File: src/rtl/core/mean_filter_3x3_top_assert.svh
// ----------------------------------------------------------------------------
// mean_filter_3x3_top_assert.svh
// Assertion macros for the box filter, used by mf3_out_q. The enclosing module
// must have clk and arst_n in scope.
// ----------------------------------------------------------------------------
`ifndef MEAN_FILTER_3X3_TOP_ASSERT_SVH
`define MEAN_FILTER_3X3_TOP_ASSERT_SVH

// Condition that holds at every clock edge out of reset.
`define MF3_ASSERT_ALWAYS(lbl, cond, msg) \
	lbl: assert property (@(posedge clk) disable iff (!arst_n) (cond)) else $error(msg);

// Antecedent in one cycle implies consequent in the same cycle.
`define MF3_ASSERT_IMPL(lbl, ante, cons, msg) \
	lbl: assert property (@(posedge clk) disable iff (!arst_n) (ante) |-> (cons)) \
		else $error(msg);

`endif

File: src/rtl/core/mf3_pkg.sv
// ----------------------------------------------------------------------------
// mf3_pkg
// Shared widths, constants and types of the 3x3 box filter.
// ----------------------------------------------------------------------------
`default_nettype none

package mf3_pkg;

	localparam int PIX_BITS       = 16;
	localparam int COL_BITS       = 10;
	localparam int ROW_BITS       = 10;
	localparam int CFG_BITS       = 11;
	localparam int CFG_IDX_BITS   = 1;

	localparam int MAX_WIDTH_DEF  = 1024;
	localparam int MAX_HEIGHT_DEF = 1024;
	localparam int RST_WIDTH      = 640;
	localparam int RST_HEIGHT     = 480;

	localparam int WIN_COLS       = 3;
	localparam int SLOTS          = 3;

	// Sum of nine pixels plus rounding bias fits PIX_BITS + 4 bits.
	localparam int COLSUM_BITS    = PIX_BITS + 2;
	localparam int SUM_BITS       = PIX_BITS + 4;
	localparam int PROD_BITS      = 2 * SUM_BITS;
	localparam logic [SUM_BITS-1:0] ROUND_BIAS = SUM_BITS'(4);
	// floor(n / 9) == floor(n * ceil(2^23 / 9) / 2^23) for every n below 2^20
	localparam int DIV_SHIFT      = 23;
	localparam logic [SUM_BITS-1:0] DIV_MULT = SUM_BITS'(932068);

	localparam int OUT_BITS       = PIX_BITS + COL_BITS + ROW_BITS;
	localparam int OUT_TDATA_BITS = ((OUT_BITS + 7) / 8) * 8;

	typedef enum logic [CFG_IDX_BITS-1:0] {
		REG_IMAGE_WIDTH  = 1'b0,
		REG_IMAGE_HEIGHT = 1'b1
	} cfg_reg_t;

	typedef logic [PIX_BITS-1:0]    pixel_t;
	typedef pixel_t [2:0]           column_t;   // [0] top, [1] middle, [2] bottom
	typedef logic [COLSUM_BITS-1:0] colsum_t;

	typedef struct packed {
		logic [ROW_BITS-1:0] row;
		logic [COL_BITS-1:0] col;
		pixel_t              pix;
	} result_t;

	typedef result_t [SLOTS-1:0] bundle_t;
	typedef logic [SLOTS-1:0]    slot_mask_t;

	// Which results an input pixel causes.
	typedef struct packed {
		logic center;    // (x-1, y-1)
		logic right;     // (x, y-1) at the last column
		logic pass;      // (x, y) on the first or last row
		logic interior;  // (x-1, y-1) is filtered, not passed through
	} emit_t;

endpackage

`default_nettype wire

File: src/rtl/core/mf3_cell.sv
// ----------------------------------------------------------------------------
// mf3_cell
// One window column: holds three pixels and their column sum, and hands
// the pixels on to the next older cell on every shift.
// ----------------------------------------------------------------------------
`default_nettype none

module mf3_cell (
	input  logic              clk,
	input  logic              arst_n,
	input  logic              en,
	input  mf3_pkg::column_t  col_in,
	output mf3_pkg::column_t  col_q,
	output mf3_pkg::colsum_t  sum_q
);
	import mf3_pkg::*;

	colsum_t col_sum;

	assign col_sum = COLSUM_BITS'(col_in[0]) + COLSUM_BITS'(col_in[1])
		+ COLSUM_BITS'(col_in[2]);

	always_ff @(posedge clk or negedge arst_n) begin
		if (!arst_n) begin
			col_q <= '0;
			sum_q <= '0;
		end else if (en) begin
			col_q <= col_in;
			sum_q <= col_sum;
		end
	end

endmodule

`default_nettype wire

File: config.mk
export PLATFORM = sky130hd
export DESIGN_NAME = mf3_cell
export DESIGN_NICKNAME = d
export VERILOG_FILES = /design/src/rtl/core/mean_filter_3x3_top_assert.svh /design/src/rtl/core/mf3_pkg.sv /design/src/rtl/core/mf3_cell.sv
export SDC_FILE = /design/constraint.sdc
export NUM_CORES = 1
export LEC_CHECK = 0
export BUFFER_PORTS_ARGS = -buffer_cell sky130_fd_sc_hd__buf_2
export CAP_MARGIN = 20
export CORE_AREA = 3 3 85 87
export CTS_CLUSTER_DIAMETER = 30
export DETAILED_ROUTE_END_ITERATION = 8
export DIE_AREA = 0 0 88 90
export PLACE_DENSITY = 0.85
export SKIP_LAST_GASP = 1
export SYNTH_ARGS = -nofsm -noshare
export SYNTH_HDL_FRONTEND = slang
export SYNTH_SLANG_ARGS = --single-unit
File: constraint.sdc
create_clock -name clk -period 1.46 [get_ports clk]
set_input_delay 0.292 -clock clk [delete_from_list [all_inputs] [get_ports clk]]
set_output_delay 0.292 -clock clk [all_outputs]
set_load 0.01 [all_outputs]
==> results.py <==
metrics = {
    "sta": {
        "worst_pin_slew_ns": 0.358,
        "period_minus_slack_ns": 2.15,
        "fin_crit_sh_pct": 147,
        "hold_viol_final": 0,
        "max_slew_margin_pct": 76.1,
        "slew_viol_final": 0,
        "setup_violations": 16,
        "rsz0062_at_grt": "yes",
        "fmax_mhz": 465,
        "fin_ws_ns": -0.690,
        "finClkSkew_ns": 0,
    },
    "critical_path": {
        "crit_fanout": 4,
        "reg2reg_depth": 2,
        "reg2reg_from": "sum_q[16]$_DFFE_PN0P_",
        "r2r-end": "sum_q[16]$_DFFE_PN0P_",
        "rrSetupSlack_ns": 0.54,
        "end_kind": "flip-flop",
        "worstPathRequired_ns": 1.69,
        "arrival_ns": 2.38,
        "criticalPathCategory": "in -> reg",
        "start_kind": "primary input",
    },
    "place": {
        "dp_slack_ns": -1.10,
        "port_buffers": 116,
        "place_congestion": 0.803,
        "dp_hpwl_um": 6310,
        "place_inst": 502,
    },
    "layout": {
        "area_growth_pct": 39.4,
        "layout_common_cells": "buf_2 (113), dfrtp_1 (66), mux2_2 (52)",
        "final_common_cell": "buf_2",
        "finalNonFillerCells": 525,
        "multi_input_area_sq_um": 2050,
        "register_area_sq_um": 1650,
        "nFillCells": 410,
        "diodes": 0,
        "nets": 528,
        "layout-drive-gt1-share_pct": 58.7,
    },
    "die": {
        "io_pins": 117,
        "core_area_sq_um": 6420,
        "die_w_um": 88,
        "fp.dieH_um": 90,
        "die_area_sq_um": 7920,
        "rows": 29,
        "initial_utilization_pct": 56.0,
    },
    "global_route": {
        "grt_overflow": 0,
        "grt_max_degree": 67,
        "grt_pass1_wl_um": 14000,
        "antenna_found_initial": 0,
        "grt.total_usage_pct": 22.6,
        "grt_pass1_vias": 3059,
    },
    "yosys": {
        "syn_inst": 283,
        "synth_ff_type": "dfrtp_1",
        "yosysUniqueCellTypes": 48,
        "yosysSeqAreaShare_pct": 45.9,
        "yosysWarnings": 0,
        "synth_nets": 366,
        "synth-edff-count": 0,
        "ys_seq_elements": 66,
        "synth.avg_cell_area_sq_um": 12.7,
        "syn_area_sq_um": 3600,
        "async_reset_ff_share_pct": 100,
    },
    "clocking": {
        "cts_tree": "yes",
        "clock-sinks": 66,
        "cts_buffers": 9,
        "cts.path.max_buffers": 2,
        "clkTransAtPathRegs_ns": 0.07,
        "clock_insertion_delay_worst_skew_ns": 0.34,
        "cts_root_buf": "clkbuf_8",
        "cts.htree.levels": 3,
    },
    "pwr": {
        "cellPowerDensity_nw_per_um2": 1260,
        "p_seq_share_pct": 36.3,
        "swShare_pct": 32.2,
        "switching_power_mw": 2.04,
        "power.clock.fraction_pct": 24.0,
        "p_leak_nw": 2.43,
        "pwr-share-comb_pct": 39.7,
        "internal-power_mw": 4.29,
        "p_total_mw": 6.33,
        "max-vdd-ir-drop_mv": 0.735,
    },
    "status": {
        "outcome": "finished, violations left",
        "violations": "negative setup slack",
    },
    "route": {
        "dr.pass1.iters": 4,
        "vias": 2858,
        "routed_wl_um": 8710,
        "wl_per_cell_um": 16.6,
        "vias_per_cell": 5.44,
        "detail-route-antenna-nets": 0,
        "drc_errors": 0,
        "drt_iter0_drc": 89,
    },
    "flow_run": {
        "drv_cap": 0,
    },
    "worst_hold_path": {
        "hold_end": "col_q[1]$_DFFE_PN0P_",
        "hold_class": "in -> reg",
        "hold_depth": 2,
        "min-delay-start": "col_in[1]",
    },
}
==> cell usage after synthesis, types with 4 or more instances <==
cell	n	area [sq um]
nand3_1	4	20.0
mux2_2	54	608
and3_1	4	25.0
ha_1	15	188
buf_2	6	30.0
fa_1	17	340
dfrtp_1	66	1650
nand2_1	15	56.3
a211oi_1	4	30.0
o21ai_0	5	25.0
o211ai_1	4	30.0
inv_1	12	45.0
a21o_1	10	75.1
a21oi_1	9	45.0
nor2_1	9	33.8
==> metal layers <==
layer / vias up / wire length (um) / track usage [%]
li1: 1347 / - / -
met1: 1404 / 3550 / 27.6
met2: 92 / 4480 / 37.2
met3: 15 / 495 / 5.30
met4: 0 / 192 / 10.5
met5: - / 0 / 0
==> repair_timing <==
action,4_1_cts,5_1_grt
gates resized for setup,12,17
setup endpoints to repair,16,16
pin swaps,15,15
hold buffers,1,0
endpoints found under the hold margin,66,0
setup buffers,3,5
==> cells by family after synthesis <==
| logic type | share of synthesized area [%] |
|---|---|
| flops | 45.9 |
| compound gates | 12.6 |
| mux | 16.9 |
| simple gates | 5.74 |
| fa+ha+maj | 14.7 |
| buf+inv | 3.02 |
| xor+xnor | 1.22 |
==> per-stage QoR <==
| stage | util [%] | TNS [ns] | area, sq um | hold slack (ns) |
|---|---|---|---|---|
| 2_1_floorplan | - | -9.99 | 3670 | -0.00359 |
| 3_3_place_gp | 71.3 | -13.74 | 4580 | 0.333 |
| 3_5_place_dp | 71.3 | -13.91 | 4580 | 0.337 |
| 4_1_cts | 76.1 | -7.32 | 4890 | 0.173 |
| 5_1_grt | 78.1 | -9.34 | 5020 | 0.177 |
| 6_report | 78.1 | -8.33 | 5020 | 0.182 |
==> flip-flops by register name, indices dropped and copies added, names as in the netlist <==
| signal | flops |
|---|---|
| col_q | 48 |
| sum_q | 18 |
==> area by class of cell <==
type / instances / area share (%)
clock buffer: 11 / 3.02
multi-input combinational: 194 / 40.8
timing repair buffer: 161 / 19.5
sequential: 66 / 32.9
clock inverter: 3 / 0.798
tap: 77 / 1.92
inverter: 13 / 0.973
==> power by group through the flow <==
stage | Sequential [mW] | Combinational (mW) | Clock (mW)
after detailed placement | 2.33 | 2.22 | 0
after global routing | 2.34 | 2.74 | 1.64
after floorplan | 2.47 | 1.12 | 0
after CTS | 2.30 | 2.34 | 1.56
after global placement | 2.31 | 2.15 | 0
final | 2.30 | 2.51 | 1.52
==> worst max-delay path, cell delays in order <==
cell and delay, ns:
buf_6 0.10, fa_1 0.48, ha_2 0.20, fa_2 0.35, a21oi_2 0.18, o211a_1 0.22, o21bai_1 0.10, a21o_2 0.19
a221o_1 0.28
==> worst max-delay path by stage <==
stage	startpoint	to	slack (ns)	cells after the start
global route	col_in[1]	sum_q[9]$_DFFE_PN0P_	-0.77	9
detailed placement	col_in[1]	sum_q[9]$_DFFE_PN0P_	-1.10	9
global placement	col_in[1]	sum_q[9]$_DFFE_PN0P_	-1.09	9
CTS	col_in[1]	sum_q[9]$_DFFE_PN0P_	-0.66	9
finish	col_in[1]	sum_q[9]$_DFFE_PN0P_	-0.69	9
floorplan	col_in[1]	sum_q[9]$_DFFE_PN0P_	-0.89	8
Power figures use the tool's default switching activity.
