File: config.mk
export PLATFORM = sky130hd
export DESIGN_NAME = mf3_out_q
export DESIGN_NICKNAME = d
export VERILOG_FILES = /design/src/rtl/core/mf3_pkg.sv /design/src/rtl/core/mf3_out_q.sv
export VERILOG_INCLUDE_DIRS = /design/src /design/src/rtl/core
export SDC_FILE = /design/constraint.sdc
export NUM_CORES = 1
export LEC_CHECK = 0
export BUFFER_PORTS_ARGS = -buffer_cell sky130_fd_sc_hd__buf_2
export CAP_MARGIN = 20
export CORE_AREA = 2 2 142 200
export DETAILED_ROUTE_END_ITERATION = 12
export DIE_AREA = 0 0 144 202
export PLACE_DENSITY = 0.63
export SYNTH_ARGS = -nofsm -noshare
export SYNTH_HDL_FRONTEND = slang
export SYNTH_SLANG_ARGS = --single-unit
File: constraint.sdc
create_clock -name clk -period 4 [get_ports clk]
set_input_delay 0.2 -clock clk [delete_from_list [all_inputs] [get_ports clk]]
set_output_delay 0.2 -clock clk [all_outputs]
set_load 0.1 [all_outputs]
File: src/rtl/core/mean_filter_3x3_top_assert.svh
// ----------------------------------------------------------------------------
// mean_filter_3x3_top_assert.svh
// Assertion macros for the box filter, used by mf3_out_q. The enclosing module
// must have clk and arst_n in scope.
// ----------------------------------------------------------------------------
`ifndef MEAN_FILTER_3X3_TOP_ASSERT_SVH
`define MEAN_FILTER_3X3_TOP_ASSERT_SVH

// Condition that holds at every clock edge out of reset.
`define MF3_ASSERT_ALWAYS(lbl, cond, msg) \
	lbl: assert property (@(posedge clk) disable iff (!arst_n) (cond)) else $error(msg);

// Antecedent in one cycle implies consequent in the same cycle.
`define MF3_ASSERT_IMPL(lbl, ante, cons, msg) \
	lbl: assert property (@(posedge clk) disable iff (!arst_n) (ante) |-> (cons)) \
		else $error(msg);

`endif

File: src/rtl/core/mf3_pkg.sv
// ----------------------------------------------------------------------------
// mf3_pkg
// Shared widths, constants and types of the 3x3 box filter.
// ----------------------------------------------------------------------------
`default_nettype none

package mf3_pkg;

	localparam int PIX_BITS       = 16;
	localparam int COL_BITS       = 10;
	localparam int ROW_BITS       = 10;
	localparam int CFG_BITS       = 11;
	localparam int CFG_IDX_BITS   = 1;

	localparam int MAX_WIDTH_DEF  = 1024;
	localparam int MAX_HEIGHT_DEF = 1024;
	localparam int RST_WIDTH      = 640;
	localparam int RST_HEIGHT     = 480;

	localparam int WIN_COLS       = 3;
	localparam int SLOTS          = 3;

	// Sum of nine pixels plus rounding bias fits PIX_BITS + 4 bits.
	localparam int COLSUM_BITS    = PIX_BITS + 2;
	localparam int SUM_BITS       = PIX_BITS + 4;
	localparam int PROD_BITS      = 2 * SUM_BITS;
	localparam logic [SUM_BITS-1:0] ROUND_BIAS = SUM_BITS'(4);
	// floor(n / 9) == floor(n * ceil(2^23 / 9) / 2^23) for every n below 2^20
	localparam int DIV_SHIFT      = 23;
	localparam logic [SUM_BITS-1:0] DIV_MULT = SUM_BITS'(932068);

	localparam int OUT_BITS       = PIX_BITS + COL_BITS + ROW_BITS;
	localparam int OUT_TDATA_BITS = ((OUT_BITS + 7) / 8) * 8;

	typedef enum logic [CFG_IDX_BITS-1:0] {
		REG_IMAGE_WIDTH  = 1'b0,
		REG_IMAGE_HEIGHT = 1'b1
	} cfg_reg_t;

	typedef logic [PIX_BITS-1:0]    pixel_t;
	typedef pixel_t [2:0]           column_t;   // [0] top, [1] middle, [2] bottom
	typedef logic [COLSUM_BITS-1:0] colsum_t;

	typedef struct packed {
		logic [ROW_BITS-1:0] row;
		logic [COL_BITS-1:0] col;
		pixel_t              pix;
	} result_t;

	typedef result_t [SLOTS-1:0] bundle_t;
	typedef logic [SLOTS-1:0]    slot_mask_t;

	// Which results an input pixel causes.
	typedef struct packed {
		logic center;    // (x-1, y-1)
		logic right;     // (x, y-1) at the last column
		logic pass;      // (x, y) on the first or last row
		logic interior;  // (x-1, y-1) is filtered, not passed through
	} emit_t;

endpackage

`default_nettype wire

File: src/rtl/core/mf3_out_q.sv
// ----------------------------------------------------------------------------
// mf3_out_q
// Two-deep queue of result bundles with a serializer that sends one
// result word per handshake, marking the last word of each bundle.
// ----------------------------------------------------------------------------
`default_nettype none
`include "mean_filter_3x3_top_assert.svh"

module mf3_out_q (
	input  logic                                clk,
	input  logic                                arst_n,
	input  logic                                push,
	input  mf3_pkg::bundle_t                    in_slots,
	input  mf3_pkg::slot_mask_t                 in_mask,
	output logic                                ready,
	output logic                                m_tvalid,
	input  logic                                m_tready,
	output logic [mf3_pkg::OUT_TDATA_BITS-1:0]  m_tdata,   // pixel_out, out_col, out_row
	output logic                                m_tlast
);
	import mf3_pkg::*;

	logic       head_v_q;
	logic       tail_v_q;
	slot_mask_t head_mask_q;
	slot_mask_t tail_mask_q;
	bundle_t    head_q;
	bundle_t    tail_q;
	slot_mask_t rest;
	result_t    cur;
	logic       pop;
	logic       head_free;

	assign rest = head_mask_q & (head_mask_q - slot_mask_t'(1));

	always_comb begin
		if (head_mask_q[0]) begin
			cur = head_q[0];
		end else if (head_mask_q[1]) begin
			cur = head_q[1];
		end else begin
			cur = head_q[2];
		end
	end

	assign m_tvalid  = head_v_q;
	assign m_tlast   = (rest == '0);
	assign m_tdata   = OUT_TDATA_BITS'(cur);
	assign pop       = head_v_q && m_tready;
	assign head_free = !head_v_q || (pop && m_tlast);
	assign ready     = !tail_v_q;

	always_ff @(posedge clk or negedge arst_n) begin
		if (!arst_n) begin
			head_v_q    <= 1'b0;
			tail_v_q    <= 1'b0;
			head_mask_q <= '0;
			tail_mask_q <= '0;
		end else if (head_free) begin
			if (tail_v_q) begin
				head_v_q    <= 1'b1;
				head_mask_q <= tail_mask_q;
				tail_v_q    <= push;
				tail_mask_q <= in_mask;
			end else begin
				head_v_q    <= push;
				head_mask_q <= in_mask;
			end
		end else begin
			if (pop) begin
				head_mask_q <= rest;
			end
			if (push) begin
				tail_v_q    <= 1'b1;
				tail_mask_q <= in_mask;
			end
		end
	end

	always_ff @(posedge clk) begin
		if (head_free) begin
			if (tail_v_q) begin
				head_q <= tail_q;
				tail_q <= in_slots;
			end else begin
				head_q <= in_slots;
			end
		end else if (push) begin
			tail_q <= in_slots;
		end
	end

	`MF3_ASSERT_IMPL(a_tail_behind_head, tail_v_q, head_v_q, "tail bundle without head bundle")
	`MF3_ASSERT_IMPL(a_head_has_word, head_v_q, head_mask_q != '0, "head bundle holds no word")
	`MF3_ASSERT_ALWAYS(a_no_push_when_full, !(push && tail_v_q), "bundle pushed into full queue")

endmodule

`default_nettype wire

==> results of run 1 <==
[synthesized netlist by cell type (all sizes together)]
cell type,count,area [sq um]
a21bo,1,10.01
a21oi,2,10.01
buf,20,103.9
clkbuf,10,37.54
conb,1,3.750
dfrtp,8,200.2
edfxtp,216,6486
inv,5,18.77
maj3,2,21.27
mux2,111,1250
mux2i,40,412.9
nand2,37,138.9
nand2b,1,6.260
nand3,1,5.000
nor2,1,3.750
o21a,1,15.01
o21ai,38,190.2
o22ai,1,6.260
or3,1,6.260
[path summary, 6_finish.rpt]
check                                from  slack, ns        endpoint
setup reg to reg           head_mask_q[0]       1.72      tail_q[86]
hold reg to reg            tail_mask_q[0]       0.51  tail_mask_q[0]
setup / recovery           head_mask_q[1]       1.38     m_tdata[18]
min in group clk             in_slots[85]       0.41      tail_q[85]
hold / removal                     arst_n       0.08        m_tvalid
max in group asynchronous          arst_n       3.73        tail_v_q
[sequential cells by signal (all words and copies together), names as in the netlist]
signal       cells
tail_v_q         1
m_tvalid         1
tail_mask_q      3
tail_q         108
head_mask_q      3
head_q         108
[cell usage in the layout (no fill, tap or decap), drive strengths merged, types with 6 or more instances in the layout]
| master | instances |
|---|---|
| edfxtp | 216 |
| mux2i | 40 |
| dlygate4sd3 | 114 |
| inv | 6 |
| nand2 | 37 |
| mux2 | 111 |
| buf | 160 |
| o21ai | 38 |
| clkbuf | 34 |
| dfrtp | 8 |
[area by class of cell]
cell class	instances	area (sq um)
clock buffers	34	616.8
clock inverters	7	86.33
fillers	2372	15330
inverters	5	23.77
multi-input cells	241	2091
flip-flops and latches	224	6693
well taps	370	462.9
repair buffers	274	1997
[critical path: stages, from the launching register on]
cell and delay (ns):
dfrtp_2 0.36, buf_4 0.63, mux2i_1 0.19, o21ai_0 0.24, buf_2 0.48
[routing by layer]
| layer | wire length [microns] | vias to the layer above | track usage (%) | part of all wire (%) |
|---|---|---|---|---|
| li1 | - | 2447 | - | - |
| met1 | 7913 | 2508 | 15.57 | 42 |
| met2 | 9470 | 149 | 22.30 | 50 |
| met3 | 955 | 32 | 2.488 | 5.1 |
| met4 | 436 | 0 | 4.027 | 2.3 |
| met5 | 0 | - | 0 | 0 |
[through the flow]
stage | std cells | util (%) | setup WS [ns] | hold slack [ns]
floorplan | 500 | - | 0.08842 | -0.09559
global placement | 1000 | 37.10 | 1.731 | 0.04652
detailed placement | 1000 | 37.10 | 1.716 | 0.05068
CTS | 1155 | 43.85 | 1.275 | 0.05381
global route | 1155 | 43.85 | 1.213 | 0.07126
finish | 1155 | 43.85 | 1.379 | 0.08229
[timing repair]
item / CTS / global route
endpoints found under the hold margin: 200 / 0
endpoints found under the setup margin: 0 / 0
hold buffers: 114 / 0
[kinds of logic (layout without fill, tap and decap cells)]
group                      after synthesis  after routing  synth area share (%)
buffers and inverters                   35            320                 1.794
DFF                                    224            224                 74.91
other                                    1              4               0.04201
AOI/OAI and AO/OA                       43             43                 2.593
and+or+nand+nor                         41             41                 1.794
adders and majority gates                2              2                0.2383
muxes                                  151            151                 18.63
==> flow_summary.json, run 1 <==
{
  "relSlewSlack_pct": 45.44,
  "antenna_found_initial": 0,
  "grt_pass1_wl_microns": 28660,
  "start_util_pct": 32.70,
  "hold_viol": 0,
  "gp_congestion": 0.6835,
  "cts_sinks": 224,
  "worstRegToRegCells": 5,
  "wl_per_cell_microns": 16.26,
  "maxCapViolCount": 0,
  "rsz0062_at_grt": "no",
  "cts_root_buf": "clkbuf_16",
  "diodes": 0,
  "syn_inst": 497,
  "cp.required_ns": 3.80,
  "finalCriticalPeriod_ns": 2.621,
  "grt_overflow": 0,
  "coreArea_sq_um": 27300,
  "status": "complete, no violations",
  "netlist_area_sq_um": 8926,
  "syn_avg_cell_area_sq_um": 17.96,
  "start_kind": "flip-flop",
  "worstMarginPinSlew_ns": 0.8184,
  "clk_path_buf_depth": 3,
  "cts_resized": 0,
  "post_cts_buffers": 0,
  "via_per_inst": 4.447,
  "cts_buffers": 23,
  "setup_viol": 0,
  "cts_tree": "built",
  "routed_wl_microns": 18780,
  "synth-seq-area-share_pct": 74.91,
  "ios": 158,
  "drive_above_1_share_pct": 38.98,
  "port_buffers": 153,
  "drc": 0,
  "dp_hpwl_microns": 10930,
  "dieArea_sq_um": 29090,
  "cp-end-kind": "output pin",
  "path_class": "flip-flop to output pin",
  "chipHeight_microns": 202,
  "nets": 884,
  "yosys_warnings": 0,
  "cts_max_level": 1,
  "worst_clock_skew_ns": 0.01337,
  "stdcell_area_sq_um": 11970,
  "grt_max_degree": 76,
  "postRouteAntennaNets": 0,
  "fp-row-count": 72,
  "die_x_microns": 144,
  "syn2layout_area_growth_pct": 34.10,
  "min_path_type": "input port to asynchronous set/reset pin",
  "setup_tns_ns": 0,
  "clk_latency_ns": 0.51,
  "dr.first_iter.drc_count": 280,
  "period_share_pct": 65.52,
  "synth_seq_cells": 224,
  "crit_fanout": 39,
  "grt_pass1_vias": 5319,
  "maxSlewViolCount": 0,
  "first_pass_iters": 4,
  "ys_types": 23,
  "num_vias": 5136,
  "track_usage_pct": 12.68,
  "cts.clk_slew.worst_paths_ns": 0.06,
  "worst_ep_arrival_time_ns": 2.42,
  "placed_cell_area_sq_um": 10130,
  "timing.fmax_ghz": 0.3815
}
Power of run 1 is left out: the tool's default activity adds up to more than one toggle a clock period on the data nets, which glitch-free logic cannot reach.
==> inputs of run 2 (changes only) <==
==> constraint.sdc (replaced) <==
create_clock -name clk -period 2.1 [get_ports clk]
set_input_delay 0.105 -clock clk [delete_from_list [all_inputs] [get_ports clk]]
set_output_delay 0.105 -clock clk [all_outputs]
set_load 0.1 [all_outputs]
==> flow_summary.json, run 2 (same netlist as run 1, synthesis figures left out) <==
{
  "cp.required_ns": 2.00,
  "first_pass_iters": 4,
  "cts_tree": "built",
  "drc": 0,
  "stdcell_area_sq_um": 12860,
  "postRouteAntennaNets": 0,
  "reg_top3": "head_q: 108 flops, tail_q: 108 flops",
  "whs_ns": 0.3189,
  "dp_hpwl_microns": 11280,
  "worst_clock_skew_ns": 0.01440,
  "clk_latency_ns": 0.51,
  "cts_root_buf": "clkbuf_16",
  "hold_viol": 0,
  "final_common_cell": "edfxtp_1",
  "grt_pass1_vias": 5529,
  "fp-row-count": 72,
  "crit_fanout": 48,
  "slowest_stage": "dfrtp_4",
  "place_ws_ns": 0.03854,
  "port_buffers": 153,
  "antenna_found_initial": 2,
  "critPathMaxStageDelay_ns": 0.62,
  "dieArea_sq_um": 29090,
  "cts_buffers": 23,
  "grt_pass1_wl_microns": 28840,
  "clk_path_buf_depth": 3,
  "cts_max_level": 1,
  "path_class": "flip-flop to output pin",
  "rsz0062_at_grt": "no",
  "crit_path_start": "tail_v_q",
  "routed_wl_microns": 18740,
  "worst_ep_arrival_time_ns": 1.90,
  "grt_overflow": 0,
  "die_x_microns": 144,
  "syn2layout_area_growth_pct": 44.13,
  "coreArea_sq_um": 27300,
  "period_share_pct": 95.47,
  "maxSlewViolCount": 0,
  "dr.first_iter.drc_count": 211,
  "wl_per_cell_microns": 16.05,
  "nets": 895,
  "final_cell_mix": "edfxtp_1 (216), buf_2 (117), dlygate4sd3_1 (115)",
  "r2r-start": "head_mask_q[0]",
  "setup_viol": 0,
  "worstHoldStart": "in_slots[105]",
  "cts.clk_slew.worst_paths_ns": 0.06,
  "cp-end-kind": "output pin",
  "fin_ws_ns": 0.09514,
  "grt_max_degree": 76,
  "num_vias": 5127,
  "drive_above_1_share_pct": 45.55,
  "status": "complete, no violations",
  "track_usage_pct": 12.65,
  "crit_chain": "buf_12 > inv_1 > buf_2",
  "start_kind": "flip-flop",
  "min_path_type": "input port to flip-flop",
  "placed_cell_area_sq_um": 10900,
  "start_util_pct": 32.70,
  "via_per_inst": 4.390,
  "gp_congestion": 0.7095,
  "chipHeight_microns": 202,
  "cts_sinks": 224,
  "maxCapViolCount": 0,
  "timing.fmax_ghz": 0.4988,
  "ios": 158,
  "finalCriticalPeriod_ns": 2.005
}
==> run 2: cell types whose count changed in the layout (fill, tap and decap cells not counted), moves of 3 or more <==
cell / delta
o21ai_0: -36
inv_6: +3
clkbuf_1: -9
buf_12: +40
buf_2: -36
clkinv_2: +4
clkinvlp_4: +6
o21ai_2: +36
==> run 2: cell type report <==
cell class / count / area [sq um]
diodes: 1 / 2.502
clock buffers: 25 / 583.1
clock inverters: 17 / 130.1
fillers: 2276 / 14430
inverters: 5 / 26.28
multi-input cells: 241 / 2226
flip-flops and latches: 224 / 6699
well taps: 370 / 462.9
repair buffers: 285 / 2735
==> run 2: worst paths after layout <==
kind	end	slack [ns]	depth (start not counted)
min in group asynchronous	head_mask_q[2]	0.61	3
worst min register to register	tail_mask_q[2]	0.51	1
worst max-delay path	ready	0.1	3
max in group asynchronous	tail_v_q	1.17	3
worst max register to register	tail_q[12]	0.1	6
worst min-delay path	tail_q[105]	0.32	2
==> run 2: metal layers <==
metal / vias to the layer above / part of all wire (%) / GRT usage [%]
met1: 2497 / 42 / 15.14
met3: 35 / 3.9 / 1.990
met4: 2 / 2.7 / 4.657
li1: 2486 / - / -
met2: 107 / 51 / 22.69
met5: - / 0.085 / 0
==> run 2: critical path: cells and delay by family, from the launching register on <==
family / cells / cell delay, ns
flops: 1 / 0.62
buf+inv: 3 / 0.75
==> run 2: stage by stage <==
| stage | util, % | TNS (ns) | cells |
|---|---|---|---|
| floorplan | - | -202.81 | 500 |
| global placement | 39.92 | 0 | 1005 |
| detailed placement | 39.92 | 0 | 1005 |
| CTS | 46.78 | 0 | 1162 |
| global route | 47.13 | 0 | 1168 |
| finish | 47.13 | 0 | 1168 |
==> run 2: what timing repair did <==
| action | CTS | global route |
|---|---|---|
| endpoints found under the setup margin | 36 | 79 |
| gates resized for setup | 2 | 3 |
| endpoints found under the hold margin | 232 | 0 |
| gates cloned | 0 | 3 |
| setup buffers | 0 | 2 |
| hold buffers | 115 | 0 |
Power of run 2 is left out for the same reason.
